### src/rtl/core/lslf_pkg.sv
package lslf_pkg;

	// fixed field widths of the point and fit channels
	localparam int COORD_FIELD_W = 16;
	localparam int OUT_W         = 32;
	localparam int STATUS_W      = 2;

	// parameter defaults
	localparam int MAX_POINTS_DEF = 1024;
	localparam int COORD_BITS_DEF = 16;
	localparam int FRAC_BITS_DEF  = 16;

	// fit status codes
	localparam logic [STATUS_W-1:0] STS_OK        = 2'd0;
	localparam logic [STATUS_W-1:0] STS_SINGULAR  = 2'd1;
	localparam logic [STATUS_W-1:0] STS_SATURATED = 2'd2;
	localparam logic [STATUS_W-1:0] STS_OVERFLOW  = 2'd3;

	// status of an iterative arithmetic unit, seen by the sequencer
	typedef struct packed {
		logic busy;
		logic done;
	} unit_sts_t;

endpackage

### src/rtl/core/lslf_point_if.sv
interface lslf_point_if;
	logic                                     valid;
	logic                                     ready;
	logic signed [lslf_pkg::COORD_FIELD_W-1:0] x;
	logic signed [lslf_pkg::COORD_FIELD_W-1:0] y;
	logic                                     last;

	modport source (output valid, x, y, last, input ready);
	modport sink   (input valid, x, y, last, output ready);
endinterface

### src/rtl/core/lslf_fit_if.sv
interface lslf_fit_if;
	logic                                valid;
	logic                                ready;
	logic signed [lslf_pkg::OUT_W-1:0]   intercept;
	logic signed [lslf_pkg::OUT_W-1:0]   slope;
	logic        [lslf_pkg::STATUS_W-1:0] status;

	modport source (output valid, intercept, slope, status, input ready);
	modport sink   (input valid, intercept, slope, status, output ready);
endinterface

### src/rtl/core/lslf_mul.sv
module lslf_mul #(
	parameter int W = 43
) (
	input  logic                    clk,
	input  logic                    arst_n,
	input  logic                    start,
	input  logic signed [W-1:0]     a,
	input  logic signed [W-1:0]     b,
	output logic signed [2*W-1:0]   p,
	output lslf_pkg::unit_sts_t     sts
);

	localparam int CW = (W > 1) ? $clog2(W) : 1;

	localparam logic [1:0] MS_IDLE = 2'd0;
	localparam logic [1:0] MS_RUN  = 2'd1;
	localparam logic [1:0] MS_FIX  = 2'd2;

	logic [1:0]     state_q;
	logic [CW-1:0]  cnt_q;
	logic [W-1:0]   mcand_q;
	logic [2*W-1:0] acc_q;
	logic           neg_q;
	logic           done_q;
	logic [2*W-1:0] p_q;

	logic [W-1:0]   a_mag;
	logic [W-1:0]   b_mag;
	logic [W:0]     hi_sum;

	assign a_mag  = a[W-1] ? (~a + 1'b1) : a;
	assign b_mag  = b[W-1] ? (~b + 1'b1) : b;
	// shift-add step: add multiplicand to the high half when the low bit is set
	assign hi_sum = {1'b0, acc_q[2*W-1:W]} + (acc_q[0] ? {1'b0, mcand_q} : {(W+1){1'b0}});

	always_ff @(posedge clk or negedge arst_n) begin
		if (!arst_n) begin
			state_q <= MS_IDLE;
			done_q  <= 1'b0;
			cnt_q   <= '0;
		end else begin
			done_q <= (state_q == MS_FIX);
			case (state_q)
				MS_IDLE: begin
					if (start) begin
						cnt_q   <= CW'(W - 1);
						state_q <= MS_RUN;
					end
				end
				MS_RUN: begin
					if (cnt_q == '0) begin
						state_q <= MS_FIX;
					end else begin
						cnt_q <= cnt_q - 1'b1;
					end
				end
				MS_FIX: begin
					state_q <= MS_IDLE;
				end
				default: begin
					state_q <= MS_IDLE;
				end
			endcase
		end
	end

	always_ff @(posedge clk) begin
		case (state_q)
			MS_IDLE: begin
				if (start) begin
					mcand_q <= a_mag;
					acc_q   <= {{W{1'b0}}, b_mag};
					neg_q   <= a[W-1] ^ b[W-1];
				end
			end
			MS_RUN: begin
				acc_q <= {hi_sum, acc_q[W-1:1]};
			end
			MS_FIX: begin
				p_q <= neg_q ? (~acc_q + 1'b1) : acc_q;
			end
			default: begin
			end
		endcase
	end

	assign p        = $signed(p_q);
	assign sts.busy = (state_q != MS_IDLE);
	assign sts.done = done_q;

endmodule

### src/rtl/core/lslf_div.sv
module lslf_div #(
	parameter int DW = 87,
	parameter int FB = 16
) (
	input  logic                 clk,
	input  logic                 arst_n,
	input  logic                 start,
	input  logic signed [DW-1:0] num,
	input  logic signed [DW-1:0] den,
	output logic [DW+FB-1:0]     q,
	output logic                 neg,
	output lslf_pkg::unit_sts_t  sts
);

	localparam int NW = DW + FB;
	localparam int CW = $clog2(NW);

	logic           run_q;
	logic           done_q;
	logic [CW-1:0]  cnt_q;
	logic [NW-1:0]  nq_q;
	logic [DW-1:0]  r_q;
	logic [DW-1:0]  d_q;
	logic           neg_q;

	logic [DW-1:0]  num_mag;
	logic [DW-1:0]  den_mag;
	logic [DW:0]    r_sh;
	logic [DW+1:0]  trial;
	logic           q_bit;

	assign num_mag = num[DW-1] ? (~num + 1'b1) : num;
	assign den_mag = den[DW-1] ? (~den + 1'b1) : den;
	// restoring step: dividend bits leave the top of nq_q, quotient bits enter below
	assign r_sh    = {r_q, nq_q[NW-1]};
	assign trial   = {1'b0, r_sh} - {2'b00, d_q};
	assign q_bit   = ~trial[DW+1];

	always_ff @(posedge clk or negedge arst_n) begin
		if (!arst_n) begin
			run_q  <= 1'b0;
			done_q <= 1'b0;
			cnt_q  <= '0;
		end else begin
			done_q <= run_q && (cnt_q == '0);
			if (!run_q) begin
				if (start) begin
					run_q <= 1'b1;
					cnt_q <= CW'(NW - 1);
				end
			end else if (cnt_q == '0) begin
				run_q  <= 1'b0;
			end else begin
				cnt_q <= cnt_q - 1'b1;
			end
		end
	end

	always_ff @(posedge clk) begin
		if (!run_q) begin
			if (start) begin
				nq_q  <= NW'(num_mag) << FB;
				d_q   <= den_mag;
				r_q   <= '0;
				neg_q <= num[DW-1] ^ den[DW-1];
			end
		end else begin
			r_q  <= q_bit ? trial[DW-1:0] : r_sh[DW-1:0];
			nq_q <= {nq_q[NW-2:0], q_bit};
		end
	end

	assign q        = nq_q;
	assign neg      = neg_q;
	assign sts.busy = run_q;
	assign sts.done = done_q;

endmodule

### src/rtl/core/least_squares_line_fit.sv
// First-degree least-squares line fit over a stream of integer points. Each point
// transaction is accumulated into count, sum x, sum y, sum x*x and sum x*y; points
// beyond MAX_POINTS are dropped and flagged. On the point marked last the block drops
// ready and solves the normal equations by Cramer's rule: six products on one shift-add
// multiplier of W = 2*COORD_BITS + clog2(MAX_POINTS+1) bits, then, unless the determinant
// is zero, two quotients on one restoring divider that retires one bit per cycle.
// Intercept and slope come out in signed fixed point with FRAC_BITS fraction bits,
// truncated toward zero and saturated to 32 bits, with status ok, singular, saturated
// or too many points. A finished fit waits in an output register while the next set
// of points is already being accumulated.
module least_squares_line_fit #(
	parameter int MAX_POINTS = lslf_pkg::MAX_POINTS_DEF,
	parameter int COORD_BITS = lslf_pkg::COORD_BITS_DEF,
	parameter int FRAC_BITS  = lslf_pkg::FRAC_BITS_DEF
) (
	input  logic            clk,
	input  logic            arst_n,
	lslf_point_if.sink      points,
	lslf_fit_if.source      fit
);

	localparam int CNT_W = $clog2(MAX_POINTS + 1);
	localparam int ACC_W = 2 * COORD_BITS + CNT_W;
	localparam int P_W   = 2 * ACC_W;
	localparam int D_W   = P_W + 1;
	localparam int Q_W   = D_W + FRAC_BITS;
	localparam int FW    = lslf_pkg::COORD_FIELD_W;
	localparam int EXT_W = (COORD_BITS > FW) ? COORD_BITS : FW;
	localparam int OW    = lslf_pkg::OUT_W;

	localparam logic [1:0] ST_ACC = 2'd0;
	localparam logic [1:0] ST_MUL = 2'd1;
	localparam logic [1:0] ST_DIV = 2'd2;
	localparam logic [1:0] ST_FIN = 2'd3;

	// product steps of the solve
	localparam logic [2:0] K_N_SXX  = 3'd0;
	localparam logic [2:0] K_SX_SX  = 3'd1;
	localparam logic [2:0] K_SXX_SY = 3'd2;
	localparam logic [2:0] K_SX_SXY = 3'd3;
	localparam logic [2:0] K_N_SXY  = 3'd4;
	localparam logic [2:0] K_SX_SY  = 3'd5;

	localparam logic [Q_W-1:0] POS_LIM = Q_W'({1'b0, {(OW-1){1'b1}}});
	localparam logic [Q_W-1:0] NEG_LIM = Q_W'({1'b1, {(OW-1){1'b0}}});

	logic [1:0]               state_q;
	logic [2:0]               k_q;
	logic                     j_q;
	logic                     mul_go_q;
	logic                     div_go_q;

	logic [CNT_W-1:0]         cnt_q;
	logic signed [ACC_W-1:0]  sx_q;
	logic signed [ACC_W-1:0]  sy_q;
	logic signed [ACC_W-1:0]  sxx_q;
	logic signed [ACC_W-1:0]  sxy_q;
	logic                     ovf_q;

	logic signed [P_W-1:0]    tmp_q;
	logic signed [D_W-1:0]    det_q;
	logic signed [D_W-1:0]    nb_q;
	logic signed [D_W-1:0]    na_q;
	logic [OW-1:0]            b_q;
	logic [OW-1:0]            a_q;
	logic                     sat_q;

	logic                     fit_valid_q;
	logic [OW-1:0]            fit_b_q;
	logic [OW-1:0]            fit_a_q;
	logic [lslf_pkg::STATUS_W-1:0] fit_sts_q;

	logic                     pt_acc;
	logic [EXT_W-1:0]         x_ext;
	logic [EXT_W-1:0]         y_ext;
	logic signed [COORD_BITS-1:0]   xc;
	logic signed [COORD_BITS-1:0]   yc;
	logic signed [2*COORD_BITS-1:0] xx;
	logic signed [2*COORD_BITS-1:0] xy;
	logic signed [ACC_W-1:0]  n_s;

	logic signed [ACC_W-1:0]  mul_a;
	logic signed [ACC_W-1:0]  mul_b;
	logic signed [P_W-1:0]    mul_p;
	lslf_pkg::unit_sts_t      mul_sts;
	logic signed [D_W-1:0]    diff;
	logic                     mul_go;
	logic                     div_go;

	logic signed [D_W-1:0]    div_num;
	logic [Q_W-1:0]           div_q;
	logic                     div_neg;
	lslf_pkg::unit_sts_t      div_sts;
	logic                     q_sat;
	logic [OW-1:0]            q_val;
	logic                     singular;
	logic                     fit_load;

	// coordinates are the low COORD_BITS bits of the fields, sign-extended
	assign x_ext   = EXT_W'($unsigned(points.x));
	assign y_ext   = EXT_W'($unsigned(points.y));
	assign xc      = $signed(x_ext[COORD_BITS-1:0]);
	assign yc      = $signed(y_ext[COORD_BITS-1:0]);
	assign xx      = xc * xc;
	assign xy      = xc * yc;
	assign n_s     = $signed(ACC_W'(cnt_q));

	assign points.ready = (state_q == ST_ACC);
	assign pt_acc       = points.valid && points.ready;

	always_comb begin
		case (k_q)
			K_N_SXX:  begin mul_a = n_s;  mul_b = sxx_q; end
			K_SX_SX:  begin mul_a = sx_q; mul_b = sx_q;  end
			K_SXX_SY: begin mul_a = sxx_q; mul_b = sy_q; end
			K_SX_SXY: begin mul_a = sx_q; mul_b = sxy_q; end
			K_N_SXY:  begin mul_a = n_s;  mul_b = sxy_q; end
			K_SX_SY:  begin mul_a = sx_q; mul_b = sy_q;  end
			default:  begin mul_a = '0;   mul_b = '0;    end
		endcase
	end

	assign diff = D_W'(tmp_q) - D_W'(mul_p);

	// unit start pulses for the next cycle
	assign mul_go = ((state_q == ST_ACC) && pt_acc && points.last)
	             || ((state_q == ST_MUL) && mul_sts.done && (k_q != K_SX_SY));
	assign div_go = ((state_q == ST_MUL) && mul_sts.done && (k_q == K_SX_SY) && !singular)
	             || ((state_q == ST_DIV) && div_sts.done && !j_q);

	lslf_mul #(
		.W (ACC_W)
	) u_mul (
		.clk    (clk),
		.arst_n (arst_n),
		.start  (mul_go_q),
		.a      (mul_a),
		.b      (mul_b),
		.p      (mul_p),
		.sts    (mul_sts)
	);

	assign div_num = j_q ? na_q : nb_q;

	lslf_div #(
		.DW (D_W),
		.FB (FRAC_BITS)
	) u_div (
		.clk    (clk),
		.arst_n (arst_n),
		.start  (div_go_q),
		.num    (div_num),
		.den    (det_q),
		.q      (div_q),
		.neg    (div_neg),
		.sts    (div_sts)
	);

	assign q_sat    = div_neg ? (div_q > NEG_LIM) : (div_q > POS_LIM);
	assign q_val    = div_neg ? (div_neg && q_sat ? NEG_LIM[OW-1:0] : (~div_q[OW-1:0] + 1'b1))
	                          : (q_sat ? POS_LIM[OW-1:0] : div_q[OW-1:0]);
	assign singular = (det_q == '0);
	assign fit_load = (state_q == ST_FIN) && (!fit_valid_q || fit.ready);

	always_ff @(posedge clk or negedge arst_n) begin
		if (!arst_n) begin
			state_q     <= ST_ACC;
			k_q         <= K_N_SXX;
			j_q         <= 1'b0;
			mul_go_q    <= 1'b0;
			div_go_q    <= 1'b0;
			cnt_q       <= '0;
			sx_q        <= '0;
			sy_q        <= '0;
			sxx_q       <= '0;
			sxy_q       <= '0;
			ovf_q       <= 1'b0;
			fit_valid_q <= 1'b0;
		end else begin
			mul_go_q <= mul_go;
			div_go_q <= div_go;
			if (fit_load) begin
				fit_valid_q <= 1'b1;
			end else if (fit.valid && fit.ready) begin
				fit_valid_q <= 1'b0;
			end
			case (state_q)
				ST_ACC: begin
					if (pt_acc) begin
						if (cnt_q < CNT_W'(MAX_POINTS)) begin
							cnt_q <= cnt_q + 1'b1;
							sx_q  <= sx_q + ACC_W'(xc);
							sy_q  <= sy_q + ACC_W'(yc);
							sxx_q <= sxx_q + ACC_W'(xx);
							sxy_q <= sxy_q + ACC_W'(xy);
						end else begin
							ovf_q <= 1'b1;
						end
						if (points.last) begin
							state_q  <= ST_MUL;
							k_q      <= K_N_SXX;
						end
					end
				end
				ST_MUL: begin
					if (mul_sts.done) begin
						if (k_q == K_SX_SY) begin
							if (singular) begin
								state_q <= ST_FIN;
							end else begin
								state_q  <= ST_DIV;
								j_q      <= 1'b0;
							end
						end else begin
							k_q      <= k_q + 1'b1;
						end
					end
				end
				ST_DIV: begin
					if (div_sts.done) begin
						if (j_q) begin
							state_q <= ST_FIN;
						end else begin
							j_q      <= 1'b1;
						end
					end
				end
				ST_FIN: begin
					if (fit_load) begin
						state_q     <= ST_ACC;
						cnt_q       <= '0;
						sx_q        <= '0;
						sy_q        <= '0;
						sxx_q       <= '0;
						sxy_q       <= '0;
						ovf_q       <= 1'b0;
					end
				end
				default: begin
					state_q <= ST_ACC;
				end
			endcase
		end
	end

	// solve datapath, no reset needed
	always_ff @(posedge clk) begin
		if (state_q == ST_MUL && mul_sts.done) begin
			case (k_q)
				K_SX_SX:  det_q <= diff;
				K_SX_SXY: nb_q  <= diff;
				K_SX_SY:  na_q  <= diff;
				default:  tmp_q <= mul_p;
			endcase
		end
		if (state_q == ST_MUL) begin
			sat_q <= 1'b0;
		end
		if (state_q == ST_DIV && div_sts.done) begin
			if (j_q) begin
				a_q <= q_val;
			end else begin
				b_q <= q_val;
			end
			sat_q <= sat_q | q_sat;
		end
		if (fit_load) begin
			if (singular) begin
				fit_b_q   <= '0;
				fit_a_q   <= '0;
				fit_sts_q <= lslf_pkg::STS_SINGULAR;
			end else begin
				fit_b_q   <= b_q;
				fit_a_q   <= a_q;
				fit_sts_q <= ovf_q ? lslf_pkg::STS_OVERFLOW
				           : (sat_q ? lslf_pkg::STS_SATURATED : lslf_pkg::STS_OK);
			end
		end
	end

	assign fit.valid     = fit_valid_q;
	assign fit.intercept = $signed(fit_b_q);
	assign fit.slope     = $signed(fit_a_q);
	assign fit.status    = fit_sts_q;

	a_last_stalls: assert property (@(posedge clk) disable iff (!arst_n)
		(pt_acc && points.last) |=> !points.ready)
		else $error("point accepted right after a last point");

	a_cnt_cap: assert property (@(posedge clk) disable iff (!arst_n)
		cnt_q <= CNT_W'(MAX_POINTS))
		else $error("point count beyond capacity");

	a_mul_idle: assert property (@(posedge clk) disable iff (!arst_n)
		mul_go_q |-> !mul_sts.busy)
		else $error("multiplier started while busy");

	a_div_idle: assert property (@(posedge clk) disable iff (!arst_n)
		div_go_q |-> (!div_sts.busy && !mul_sts.busy))
		else $error("divider started while a unit is busy");

	a_fit_from_fin: assert property (@(posedge clk) disable iff (!arst_n)
		$rose(fit.valid) |-> $past(state_q == ST_FIN))
		else $error("fit presented outside the finish step");

	a_singular_zero: assert property (@(posedge clk) disable iff (!arst_n)
		(fit.valid && fit.status == lslf_pkg::STS_SINGULAR) |->
		(fit.intercept == '0 && fit.slope == '0))
		else $error("singular fit with nonzero fields");

endmodule

### src/flat_wrapper.sv
// flat-port wrapper written by rule: the top's interface ports become plain ports
module least_squares_line_fit_flat 
#(
	parameter int MAX_POINTS = lslf_pkg::MAX_POINTS_DEF,
	parameter int COORD_BITS = lslf_pkg::COORD_BITS_DEF,
	parameter int FRAC_BITS  = lslf_pkg::FRAC_BITS_DEF
)
  (clk, arst_n, points_valid, points_x, points_y, points_last, points_ready, fit_valid, fit_intercept, fit_slope, fit_status, fit_ready);
  lslf_point_if points_i ();
  lslf_fit_if fit_i ();
  input  logic clk;
  input  logic arst_n;
  input wire logic [$bits(points_i.valid)-1:0] points_valid;
  input wire logic [$bits(points_i.x)-1:0] points_x;
  input wire logic [$bits(points_i.y)-1:0] points_y;
  input wire logic [$bits(points_i.last)-1:0] points_last;
  output wire logic [$bits(points_i.ready)-1:0] points_ready;
  output wire logic [$bits(fit_i.valid)-1:0] fit_valid;
  output wire logic [$bits(fit_i.intercept)-1:0] fit_intercept;
  output wire logic [$bits(fit_i.slope)-1:0] fit_slope;
  output wire logic [$bits(fit_i.status)-1:0] fit_status;
  input wire logic [$bits(fit_i.ready)-1:0] fit_ready;
  assign points_i.valid = points_valid;
  assign points_i.x = points_x;
  assign points_i.y = points_y;
  assign points_i.last = points_last;
  assign points_ready = points_i.ready;
  assign fit_valid = fit_i.valid;
  assign fit_intercept = fit_i.intercept;
  assign fit_slope = fit_i.slope;
  assign fit_status = fit_i.status;
  assign fit_i.ready = fit_ready;
  least_squares_line_fit #(.MAX_POINTS(MAX_POINTS), .COORD_BITS(COORD_BITS), .FRAC_BITS(FRAC_BITS)) u_core (.clk(clk), .arst_n(arst_n), .points(points_i), .fit(fit_i));
endmodule
### config.mk
export PLATFORM = sky130hd
export DESIGN_NAME = least_squares_line_fit_flat
export DESIGN_NICKNAME = d
export VERILOG_FILES = /design/src/rtl/core/lslf_pkg.sv /design/src/rtl/core/lslf_point_if.sv /design/src/rtl/core/lslf_fit_if.sv /design/src/rtl/core/lslf_mul.sv /design/src/rtl/core/lslf_div.sv /design/src/rtl/core/least_squares_line_fit.sv /design/src/flat_wrapper.sv
export SDC_FILE = /design/constraint.sdc
export NUM_CORES = 2
export LEC_CHECK = 0
export BUFFER_PORTS_ARGS = -buffer_cell sky130_fd_sc_hd__buf_2
export CORE_MARGIN = 10
export CORE_UTILIZATION = 45
export DETAILED_ROUTE_END_ITERATION = 10
export RECOVER_POWER = 100
export SLEW_MARGIN = 20
export SYNTH_ARGS = -nofsm -noshare
export SYNTH_HDL_FRONTEND = slang
export SYNTH_HIERARCHICAL = 1
export SYNTH_SLANG_ARGS = --single-unit
### constraint.sdc
create_clock -name clk -period 15.6 [get_ports clk]
set_input_delay 1.56 -clock clk [delete_from_list [all_inputs] [get_ports clk]]
set_output_delay 1.56 -clock clk [all_outputs]
set_load 0.01 [all_outputs]
==> reports/results.tsv <==
metric	value	unit
worstHoldPathType	flip-flop to flip-flop	
failed_checks	capacitance limit, slew limit	
vias	68400	
leakage	42.1	nW
grt_pass1_vias	70400	
cts_tree	built	
globalRouteMet1Util	26.8	%
postRouteWirelength	252000	µm
timing.max_slew.rel_slack	-343	%
antenna_found_initial	2	
grtUsageTotal	21.7	%
final_hold_viols	0	
worst_setup_path_start_kind	primary input	
clockBufferDepth	3	
multiInputGateArea	53800	µm²
final-instance-count-excl-fill	12300	
synthesis.nets	10700	
worstSkewPairLatency	0.82	ns
critPathBufInv	3	
p_total	17.9	mW
critical_path_cell_by_cell	clkbuf_1 > clkbuf_1 > clkbuf_1	
worst-setup-path-type	primary input to async pin	
max-vdd-ir-drop	0.292	mV
required_arrival_time_at_the_worst_endpoint	15.78	ns
cts-buffers-inserted	139	
buffer_ports.inserted	104	
initial_utilization	45.4	%
path_common_cell	sky130_fd_sc_hd__clkbuf_1	
maximum_capacitance_violations	46	
path_delay_family	buffers and inverters	
cts_hold_buf	0	
final_setup_violation_count	0	
die-height	477	µm
cts_max_level	4	
cts.root.buffer_cell	sky130_fd_sc_hd__clkbuf_16	
netlist_area_pre_place	94100	µm²
layout-drive-gt1-share	4.75	%
clkSinkCount	1183	
area_growth	7.85	%
fp.dieArea	228000	µm²
rsz0062_at_grt	no	
floorplan.io_pins	105	
max_stage_delay	4.54	ns
grt_overflow_total	0	
grt.met3_usage	2.53	%
final.fill_count	19300	
crit_fanout	110	
synthCells	9457	
yosys_warnings	6	
average_routed_wire_per_standard_cell	20.5	µm
fin_area	102000	µm²
post-route-period-util	69.4	%
first_pass_iters	9	
first_iter_violations	5001	
syn_area_per_cell	9.95	µm²
worstMarginPinSlew	6.64	ns
drt_drc_violations_left	0	
grt_start_max_net_pins	123	
critPathSlowestCell	sky130_fd_sc_hd__clkbuf_1	
placement.cell_area	97300	µm²
std_cell_rows	167	
p_per_area	177	nW/µm²
finalWeightedCongestion	0.942	
worst_path_setup_slack_after_routing	4.77	ns
register_area	34500	µm²
fin_setup_tns	0	ns
wire_length_of_the_first_global_routing_pass	398000	µm
post_cts.repair.setup_buffers	0	
status	finished, violations left	
timing.final.crit_period	10.83	ns
core	207000	µm²
placedCellCount	12000	
slew_viol_final	2442	
floorplan.die.width	477	µm
max_clock_freq	0.0923	GHz
grt.met2_usage	37.7	%
remaining_number_of_nets_flagged_by_the_antenna_check_after_routing	0	
nets	10700	
grt_most_used_layer	met2	
clkTransAtPathRegs	0.06	ns
hpwlAfterDp	194000	µm
finalClockSkew	0.0475	ns
dp_worst_setup_slack	4.95	ns
timing.critical_path.to_type	async pin	
arrival_time_of_the_worst_setup_path	11.01	ns
viasPerCell	5.57	
cts_resized	0	
-- report_power, final --
group          internal, mW  switching (mW)
clock                  1.88            1.38
combinational          4.65            6.62
sequential             3.38          0.0168
-- per-layer routing --
| layer | routed length (µm) | part of all wire (%) |
|---|---|---|
| met4 | 13000 | 5.2 |
| met1 | 105000 | 42 |
| met2 | 123000 | 49 |
| met3 | 10400 | 4.1 |
| met5 | 0 | 0 |
-- worst register-to-register path: cells and delay by family (launching register included) --
family                   cells  cell delay (ns)
AO/OA/AOI/OAI                2             0.93
adder cells (fa/ha/maj)      1             0.24
buffers and inverters        5             6.03
flip-flops                   1             0.42
AND/OR/NAND/NOR              1             1.27
-- flip-flops by register name, summed over array words and instances, names as in the netlist, 43 cells and up --
signal                count
u_core/sxx_q             43
u_core/u_mul/acc_q       86
u_core/sxy_q             43
u_core/u_mul/mcand_q     43
u_core/sy_q              43
u_core/det_q             87
u_core/u_mul/p           86
u_core/na_q              87
u_core/nb_q              87
u_core/u_div/d_q         87
u_core/u_div/q          103
u_core/u_div/r_q         87
u_core/tmp_q             86
u_core/sx_q              43
-- cells in the final DEF, fill, tap and decap left out, types with 50 or more instances in the layout --
cell	count
sky130_fd_sc_hd__nor2_1	359
sky130_fd_sc_hd__o31ai_1	131
sky130_fd_sc_hd__nand3_1	119
sky130_fd_sc_hd__dfrtp_1	211
sky130_fd_sc_hd__nor4_1	78
sky130_fd_sc_hd__nand2_1	1079
sky130_fd_sc_hd__nor3_1	114
sky130_fd_sc_hd__clkbuf_16	140
sky130_fd_sc_hd__a222oi_1	54
sky130_fd_sc_hd__nand2b_1	69
sky130_fd_sc_hd__and2_1	249
sky130_fd_sc_hd__a21o_1	236
sky130_fd_sc_hd__inv_1	1158
sky130_fd_sc_hd__or3_1	86
sky130_fd_sc_hd__o21bai_1	65
sky130_fd_sc_hd__xnor2_1	435
sky130_fd_sc_hd__fa_1	655
sky130_fd_sc_hd__xor2_1	274
sky130_fd_sc_hd__o21ai_0	587
sky130_fd_sc_hd__edfxtp_1	972
sky130_fd_sc_hd__or4_1	50
sky130_fd_sc_hd__ha_1	582
sky130_fd_sc_hd__a31oi_1	52
sky130_fd_sc_hd__clkbuf_1	134
sky130_fd_sc_hd__mux2_2	88
sky130_fd_sc_hd__a21oi_1	550
sky130_fd_sc_hd__and2_0	63
sky130_fd_sc_hd__nand4_1	97
sky130_fd_sc_hd__o41ai_1	51
sky130_fd_sc_hd__nor2b_1	62
sky130_fd_sc_hd__o21a_1	64
-- area by class of cell --
class / count / area share [%]
multi-input cells: 6734 / 53.0
flip-flops and latches: 1183 / 34.0
inverters: 1161 / 4.29
clock buffers: 172 / 3.65
well taps: 2788 / 3.44
clock inverters: 81 / 0.883
repair buffers: 172 / 0.794
diodes: 2 / 0.00493
-- stage by stage --
| stage | hold slack (ns) | util, % |
|---|---|---|
| 2_1_floorplan | 0.426 | - |
| 3_3_place_gp | 0.434 | 46.9 |
| 3_5_place_dp | 0.434 | 46.9 |
| 4_1_cts | 0.432 | 49.1 |
| 5_1_grt | 0.449 | 48.9 |
| 6_report | 0.434 | 48.9 |
-- path summary, 6_finish.rpt --
path	from	endpoint	slack (ns)	depth (start not counted)
worst max-delay path	arst_n	u_core/sxx_q[5]	4.77	3
worst max register to register	u_core/state_q[0]	u_core/sy_q[4]	6.39	9
min in group asynchronous	arst_n	u_core/sxy_q[39]	3.28	1
worst min register to register	u_core/u_mul/p[83]	u_core/tmp_q[83]	0.43	0
worst min-delay path	u_core/u_mul/p[83]	u_core/tmp_q[83]	0.43	0
max in group clk	points_x[4]	u_core/sxy_q[42]	5.58	24
No activity file was read; power rests on OpenSTA's default activity.
